`src/rtl/core/rhh_pkg.sv`:
```
// Shared types, codes and helper functions of the Robin Hood hash table.
`default_nettype none
package rhh_pkg;

    // Operation codes carried in the input tuser.
    localparam logic [1:0] KIND_SET    = 2'd0;
    localparam logic [1:0] KIND_GET    = 2'd1;
    localparam logic [1:0] KIND_DEL    = 2'd2;
    localparam logic [1:0] KIND_UNUSED = 2'd3;

    // Result codes carried in the output tuser.
    localparam logic [2:0] ST_INSERTED  = 3'd0;
    localparam logic [2:0] ST_UPDATED   = 3'd1;
    localparam logic [2:0] ST_FOUND     = 3'd2;
    localparam logic [2:0] ST_NOT_FOUND = 3'd3;
    localparam logic [2:0] ST_DELETED   = 3'd4;
    localparam logic [2:0] ST_FULL      = 3'd5;

    // Configuration register indexes.
    localparam logic [1:0] REG_KEY_BYTES = 2'd0;
    localparam logic [1:0] REG_MAX_FILL  = 2'd1;

    // FNV-1a 64 constants. The prime is 2^40 + 0x1b3.
    localparam logic [63:0] FNV_OFFSET   = 64'hcbf29ce484222325;
    localparam logic [8:0]  FNV_PRIME_LO = 9'h1b3;
    localparam int          FNV_PRIME_SH = 40;

    typedef enum logic [3:0] {
        S_CLEAR,
        S_IDLE,
        S_HASH,
        S_F_RD,
        S_F_CHK,
        S_I_RD,
        S_I_CHK,
        S_D_RD,
        S_D_CHK,
        S_RESP
    } t_state;

    typedef enum logic [1:0] {
        H_IDLE,
        H_MIX,
        H_MOD,
        H_RED
    } t_hash_state;

    // Number of key bytes in use: zero acts as one, above eight as eight.
    function automatic logic [3:0] eff_bytes(input logic [3:0] kb);
        logic [3:0] n;
        n = kb;
        if (kb == 4'd0) n = 4'd1;
        else if (kb > 4'd8) n = 4'd8;
        return n;
    endfunction

    // Mask that keeps the low key bytes in use.
    function automatic logic [63:0] key_mask(input logic [3:0] kb);
        logic [63:0] m;
        logic [3:0]  n;
        n = eff_bytes(kb);
        for (int i = 0; i < 8; i++) begin
            m[i*8 +: 8] = (4'(i) < n) ? 8'hff : 8'h00;
        end
        return m;
    endfunction

endpackage
`default_nettype wire

```
`src/rtl/core/rhh_hash.sv`:
```
// FNV-1a 64 key hash, one byte a cycle; home bucket by low bits or reciprocal reduction.
`default_nettype none
module rhh_hash #(
    parameter int CAPACITY = 256,
    parameter int AW       = 8
) (
    input  wire logic          i_clk,
    input  wire logic          i_rst_n,
    input  wire logic          i_start,
    input  wire logic [63:0]   i_key,
    input  wire logic [3:0]    i_nbytes,
    output logic               o_done,
    output logic [63:0]        o_hash,
    output logic [AW-1:0]      o_home
);
    import rhh_pkg::*;

    localparam bit POW2 = ((CAPACITY & (CAPACITY - 1)) == 0);
    localparam logic [31:0] RECIP = 32'((64'd1 << 32) / 64'(CAPACITY));
    localparam logic [31:0] CAP32 = 32'(CAPACITY);

    t_hash_state   r_state, n_state;
    logic [63:0]   r_h, n_h;
    logic [63:0]   r_key, n_key;
    logic [3:0]    r_left, n_left;
    logic [63:0]   r_sh, n_sh;
    logic [1:0]    r_chunk, n_chunk;
    logic [31:0]   r_num, n_num;
    logic [16:0]   r_q, n_q;
    logic [15:0]   r_rem, n_rem;
    logic          r_done, n_done;
    logic [63:0]   w_x;
    logic [31:0]   w_num;
    logic [63:0]   w_prod;
    logic [31:0]   w_r1, w_r2, w_r3;

    // State register.
    always_ff @(posedge i_clk) begin
        if (!i_rst_n) begin
            r_state <= H_IDLE;
            r_done  <= 1'b0;
        end else begin
            r_state <= n_state;
            r_done  <= n_done;
        end
        r_h     <= n_h;
        r_key   <= n_key;
        r_left  <= n_left;
        r_sh    <= n_sh;
        r_chunk <= n_chunk;
        r_num   <= n_num;
        r_q     <= n_q;
        r_rem   <= n_rem;
    end

    // One FNV step per cycle, then the remainder 16 hash bits at a time.
    always_comb begin
        n_state = r_state;
        n_h     = r_h;
        n_key   = r_key;
        n_left  = r_left;
        n_sh    = r_sh;
        n_chunk = r_chunk;
        n_num   = r_num;
        n_q     = r_q;
        n_rem   = r_rem;
        n_done  = 1'b0;
        w_x     = r_h ^ {56'd0, r_key[7:0]};
        w_num   = {r_rem, r_sh[63:48]};
        w_prod  = {32'd0, w_num} * {32'd0, RECIP};
        w_r1    = r_num - r_q * CAP32;
        w_r2    = (w_r1 >= CAP32) ? w_r1 - CAP32 : w_r1;
        w_r3    = (w_r2 >= CAP32) ? w_r2 - CAP32 : w_r2;
        unique case (r_state)
            H_IDLE: begin
                if (i_start) begin
                    n_h     = FNV_OFFSET;
                    n_key   = i_key;
                    n_left  = i_nbytes;
                    n_state = H_MIX;
                end
            end
            H_MIX: begin
                n_h    = (w_x << FNV_PRIME_SH) + w_x * FNV_PRIME_LO;
                n_key  = r_key >> 8;
                n_left = r_left - 4'd1;
                if (r_left == 4'd1) begin
                    if (POW2) begin
                        n_state = H_IDLE;
                        n_done  = 1'b1;
                    end else begin
                        n_sh    = n_h;
                        n_chunk = 2'd0;
                        n_rem   = '0;
                        n_state = H_MOD;
                    end
                end
            end
            H_MOD: begin
                // Quotient estimate of (remainder * 2^16 + chunk) by the reciprocal.
                n_num   = w_num;
                n_q     = w_prod[48:32];
                n_sh    = r_sh << 16;
                n_state = H_RED;
            end
            H_RED: begin
                // The estimate is at most one low, so the corrections settle it.
                n_rem   = w_r3[15:0];
                n_chunk = r_chunk + 2'd1;
                if (r_chunk == 2'd3) begin
                    n_state = H_IDLE;
                    n_done  = 1'b1;
                end else begin
                    n_state = H_MOD;
                end
            end
            default: n_state = H_IDLE;
        endcase
    end

    assign o_done = r_done;
    assign o_hash = r_h;
    assign o_home = POW2 ? r_h[AW-1:0] : r_rem[AW-1:0];

endmodule
`default_nettype wire

```
`config.mk`:
```
export PLATFORM = sky130hd
export DESIGN_NAME = rhh_hash
export DESIGN_NICKNAME = d
export VERILOG_FILES = /design/src/rtl/core/rhh_pkg.sv /design/src/rtl/core/rhh_hash.sv
export SDC_FILE = /design/constraint.sdc
export NUM_CORES = 1
export LEC_CHECK = 0
export ABC_AREA = 1
export BUFFER_PORTS_ARGS = -buffer_cell sky130_fd_sc_hd__buf_2
export CORE_MARGIN = 3
export CORE_UTILIZATION = 57
export CTS_CLUSTER_SIZE = 8
export DETAILED_ROUTE_END_ITERATION = 6
export GPL_ROUTABILITY_DRIVEN = 1
export HOLD_SLACK_MARGIN = 0.06
export PLACE_DENSITY = 0.76
export SYNTH_ARGS = -nofsm -noshare
export SYNTH_HDL_FRONTEND = slang
export SYNTH_SLANG_ARGS = --single-unit
```
`constraint.sdc`:
```
create_clock -name i_clk -period 7.4 [get_ports i_clk]
set_clock_uncertainty 0.1 [all_clocks]
set_input_delay 1.48 -clock i_clk [delete_from_list [all_inputs] [get_ports i_clk]]
set_output_delay 1.48 -clock i_clk [all_outputs]
set_load 0.005 [all_outputs]
```
== After elaboration in Yosys (flattened, before gate mapping) ==
Index checks and enable logic that the tools add are counted.

* Add/sub/neg operators: 3
* $mul: 1
* Div/mod/pow operators: 0
* $lt $le $gt $ge: 0
* Eq/ne operators: 7
* Shifts and indexed selects: 0
* Muxes and demuxes: 13
* Bitwise logic cells: 1
* Reduce and logical (&&, ||, !) cells: 4

{| class="wikitable"
|+ Operators by type and width
! kind !! number
|-
| one-hot mux 64 bit (2 select lines) || 2
|-
| two-way mux 64 bit || 2
|-
| adder 64 bit || 1
|-
| multiplier 64 x 9 -> 64 bit (second input constant) || 1
|-
| bitwise XOR 64 x 8 -> 64 bit || 1
|-
| one-hot mux 2 bit (4 select lines) || 1
|-
| one-hot mux 4 bit (2 select lines) || 1
|-
| equality test 2 bit (second input constant) || 3
|-
| two-way mux 2 bit || 3
|-
| equality test 4 x 1 -> 1 bit (second input constant) || 1
|-
| two-way mux 4 bit || 1
|-
| inequality test 2 bit (second input constant) || 2
|-
| AND reduction 2 bit || 2
|-
| subtractor 4 x 1 -> 4 bit (second input constant) || 1
|-
| adder 2 x 1 -> 2 bit (second input constant) || 1
|-
| equality test 2 x 1 -> 1 bit (second input constant) || 1
|-
| zero test 2 bit || 1
|-
| two-way mux 1 bit || 2
|-
| one-hot mux 1 bit (2 select lines) || 1
|-
| nonzero test 2 bit || 1
|}

* Bits in registers: 137
* Bits in latches: 0
* Memory bits (writable): 0
* Memory bits (read-only): 0
* Input bits: 71
* Memories: 0

== Logic depth before layout (Yosys ltp) ==
* Depth after elaboration: 4
* Depth in mapped cells: 26

== Least setup slack after synthesis ==
OpenSTA, ideal clock, no wires.

* Path kind: input -> register
* From: input port i_start
* To: register r_h[0], in the netlist o_hash[0] (enable)
* Arrival: 7026 ps
* Slack: -351 ps
* Stages on the path: 2
* Path through: nor2_1 > nor2_1

* Word-level cells in the longest chain between the ends: 2

{| class="wikitable"
|+ RTL lines
! item !! RTL line !! RTL
|-
| start: declaration || rhh_hash.sv:9 || <nowiki>input wire logic i_start,</nowiki>
|-
| inequality test 2 bit (no source line) || -- ||
|-
| AND reduction 2 bit (no source line) || -- ||
|-
| end signal: assignment || rhh_hash.sv:46 || <nowiki>r_h <= n_h;</nowiki>
|-
| end: declaration || rhh_hash.sv:23 || <nowiki>logic [63:0] r_h, n_h;</nowiki>
|}

No other way between the ends.
A chain may end at the register's enable or synchronous reset.

== Worst setup path in the final report ==
* From: register r_h[7], in the netlist o_hash[7]
* To: register r_h[38], in the netlist o_hash[38] (data pin)

* Word-level cells in the longest chain between the ends: 4

{| class="wikitable"
|+ RTL lines
! item !! RTL line !! RTL
|-
| bitwise XOR 64 x 8 -> 64 bit || rhh_hash.sv:68 || <nowiki>w_x = r_h ^ {56'd0, r_key[7:0]};</nowiki>
|-
| multiplier 64 x 9 -> 64 bit || rhh_hash.sv:84 || <nowiki>n_h = (w_x << FNV_PRIME_SH) + w_x * FNV_PRIME_LO;</nowiki>
|-
| adder 64 bit || rhh_hash.sv:84 ||
|-
| one-hot mux 64 bit (2 select lines) || rhh_hash.sv:74 || <nowiki>unique case (r_state)</nowiki>
|}

No other way between the ends.

==> impl_metrics.env <==
export IMPL_startpoint="o_hash[7]$_SDFFCE_PN0P_"
export IMPL_seq_area_frac_synth_pct=20.7
export IMPL_yosysMostFrequentCell="nand2_1"
export IMPL_synth_net_count=3057
export IMPL_rsz0062_at_grt="no"
export IMPL_root_buffer="clkbuf_16"
export IMPL_synth_area_um2=19700
export IMPL_portBuffers=143
export IMPL_initial_core_util_pct=58.3
export IMPL_worst_slew_pin_slew_ns=1.17
export IMPL_crit_slowest_cell="xnor2_1"
export IMPL_crit_fanout=5
export IMPL_hp_start="r_state[0]$_SDFFE_PN0P_"
export IMPL_synth_seq_cells=137
export IMPL_drc_errors=0
export IMPL_die_area_um2=36800
export IMPL_synthArstFlopShare_pct=0
export IMPL_yosysUniqueCellTypes=38
export IMPL_dp_slack_ns=1.20
export IMPL_num_nets_final=3139
export IMPL_yosys_warnings=0
export IMPL_slew_headroom_pct=21.7
export IMPL_wl_per_cell_um=19.6
export IMPL_worstSetupEndpointType="register"
export IMPL_via_per_inst=5.18
export IMPL_timing_final_crit_share_pct=85.2
export IMPL_critPathBufInv=4
export IMPL_timing_rr_start="o_hash[7]$_SDFFCE_PN0P_"
export IMPL_busiest_layer="met2"
export IMPL_crit_path_start_kind="register"
export IMPL_die_y_um=192
export IMPL_drv_cap=0
export IMPL_hp_class="register to register"
export IMPL_crit_chain="xnor2_1 > inv_1 > ha_1 > xor2_1 > ha_1 > o21bai_1 > fa_1 > inv_1 > fa_1 > inv_1 > ha_1 > ha_1 > nand2_1 > nor2_1 > nand2_1 > inv_1 > nand4_1 > nand3b_1 > nand3_1 > nand3_1 > nand3_1"
export IMPL_final_cell_area_um2=21100
export IMPL_met3_usage_pct=5.64
export IMPL_clkTransAtPathRegs_ns=0.07
export IMPL_gp_congestion=1.08
export IMPL_grt_pass1_vias=16333
export IMPL_cts_resized=0
export IMPL_ant_nets=0
export IMPL_final_setup_viol_count=0
export IMPL_status="finished clean"
export IMPL_cts_buffers=17
export IMPL_grt_max_degree=82
export IMPL_grt_util_met2_pct=56.7
export IMPL_cts_setup_buffers=0
export IMPL_drt_wl_total_mm=61.1
export IMPL_drv_slew=0
export IMPL_dpl_hpwl_mm=52.6
export IMPL_core_area_um2=33800
export IMPL_crit_family="adder cells"
export IMPL_die_x_um=192
export IMPL_antenna_cells=0
export IMPL_n_fill_cell=3095
export IMPL_holdBufCountCts=0
export IMPL_firstDrtPassIters=6
export IMPL_track_usage_pct=34.1
export IMPL_fmax_ghz=0.159
export IMPL_placed_area_um2=20500
export IMPL_synth_top_cells_by_area="fa_1 (21%), edfxtp_1 (20%), nand2_1 (14%)"
export IMPL_path_class="register to register"
export IMPL_syn_inst=2573
export IMPL_post_synth_cell_area_avg_um2=7.66
export IMPL_layout_drive_gt1_share_pct=9.63
export IMPL_num_vias=16149
export IMPL_cpPeakStageDelay_ns=0.94
export IMPL_hold_viol=0
export IMPL_drtIter0Drc=1210
export IMPL_whs_ns=0.394
export IMPL_clock_sinks=137
export IMPL_setup_tns_ns=0
export IMPL_required_ns=7.38
export IMPL_grt_use_met1_pct=43.6
export IMPL_overflow=0
export IMPL_cts_tree="done"
export IMPL_cts_buffer_depth=2
export IMPL_htreeDepth=4
export IMPL_grt_pass1_wl_mm=93.0
export IMPL_crit_arrival_ns=6.29
export IMPL_core_rowCount=67
export IMPL_worst_slack_ns=1.09
export IMPL_yosys_area_top_type="fa_1"
export IMPL_synth_top_area_share_pct=21.4
export IMPL_synth_edff_count=134
export IMPL_antenna_found_initial=2
export IMPL_period_minus_slack_ns=6.31
export IMPL_io_pins=144
export IMPL_ys_top_cells_by_count="nand2_1 (734), inv_1 (698), fa_1 (211)"
export IMPL_syn2layout_area_growth_pct=7.01
export IMPL_clkLatencyLatePin_ns=0.45
export IMPL_ys_flop_type="edfxtp_1"
## cell families after synthesis
logic type               after synthesis  synth area share, %
AND/OR/NAND/NOR                     1023                 21.5
buffers and inverters                792                 16.4
adder cells (fa/ha/maj)              413                 34.3
AO/OA/AOI/OAI                        138                 3.96
flip-flops                           137                 20.7
XOR/XNOR                              70                 3.11
## layout by cell type, fill, tap and decap left out, types with 31 or more instances in the layout
cell type / synthesis / final
fa_1: 211 / 211
ha_1: 202 / 202
edfxtp_1: 134 / 134
nor2_2: 31 / 31
nand2_1: 734 / 734
inv_1: 698 / 697
nand3_1: 78 / 78
buf_2: 3 / 143
nor2_1: 112 / 110
a21oi_1: 72 / 72
xor2_1: 47 / 47
## final timing paths
check        cells past startpoint                        to  slack, ns
max                             21  o_hash[38]$_SDFFCE_PN1P_       1.09
max reg2reg                     21  o_hash[38]$_SDFFCE_PN1P_       1.09
min reg2reg                      1                  register       0.39
min                              1                  register       0.39
## layout make-up
class | instances | area (um2) | share of cell area [%]
Timing Repair Buffer | 149 | 761 | 3.61
Clock buffer | 17 | 425 | 2.02
Clock inverter | 15 | 194 | 0.920
Sequential cell | 137 | 4080 | 19.4
Multi-Input combinational cell | 1644 | 12400 | 58.8
Tap cell | 448 | 561 | 2.66
Inverter | 706 | 2650 | 12.6
## registers in the layout (all words and copies together), names as in the netlist, named ones only
signal,count
o_hash,64
r_left,4
r_state,1
r_key,64
o_done,1
r_chunk,2
## worst register-to-register path: stages, from the launching register on
cell and delay (ns):
edfxtp_1 0.47, xnor2_1 0.94, inv_1 0.24, ha_1 0.44, xor2_1 0.18, ha_1 0.20
o21bai_1 0.18, fa_1 0.52, inv_1 0.06, fa_1 0.47, inv_1 0.05, ha_1 0.28
ha_1 0.39, nand2_1 0.13, nor2_1 0.30, nand2_1 0.15, inv_1 0.10, nand4_1 0.09
nand3b_1 0.19, nand3_1 0.14, nand3_1 0.09, nand3_1 0.24
## metrics by stage
step,util [%],std cells
finish,62.4,3116
global placement,60.6,3084
global route,62.4,3116
detailed placement,60.6,3084
CTS,62.4,3116
floorplan,-,2573
## routing by layer
layer  vias up  share of wire [%]
li1       7758                  -
met1      7603                 41
met2       627                 47
met3       159                7.2
met4         2                5.4
met5         -              0.023
Power is not shown: default switching activity piles up to over one toggle a cycle in this logic, so the estimate is an artifact.
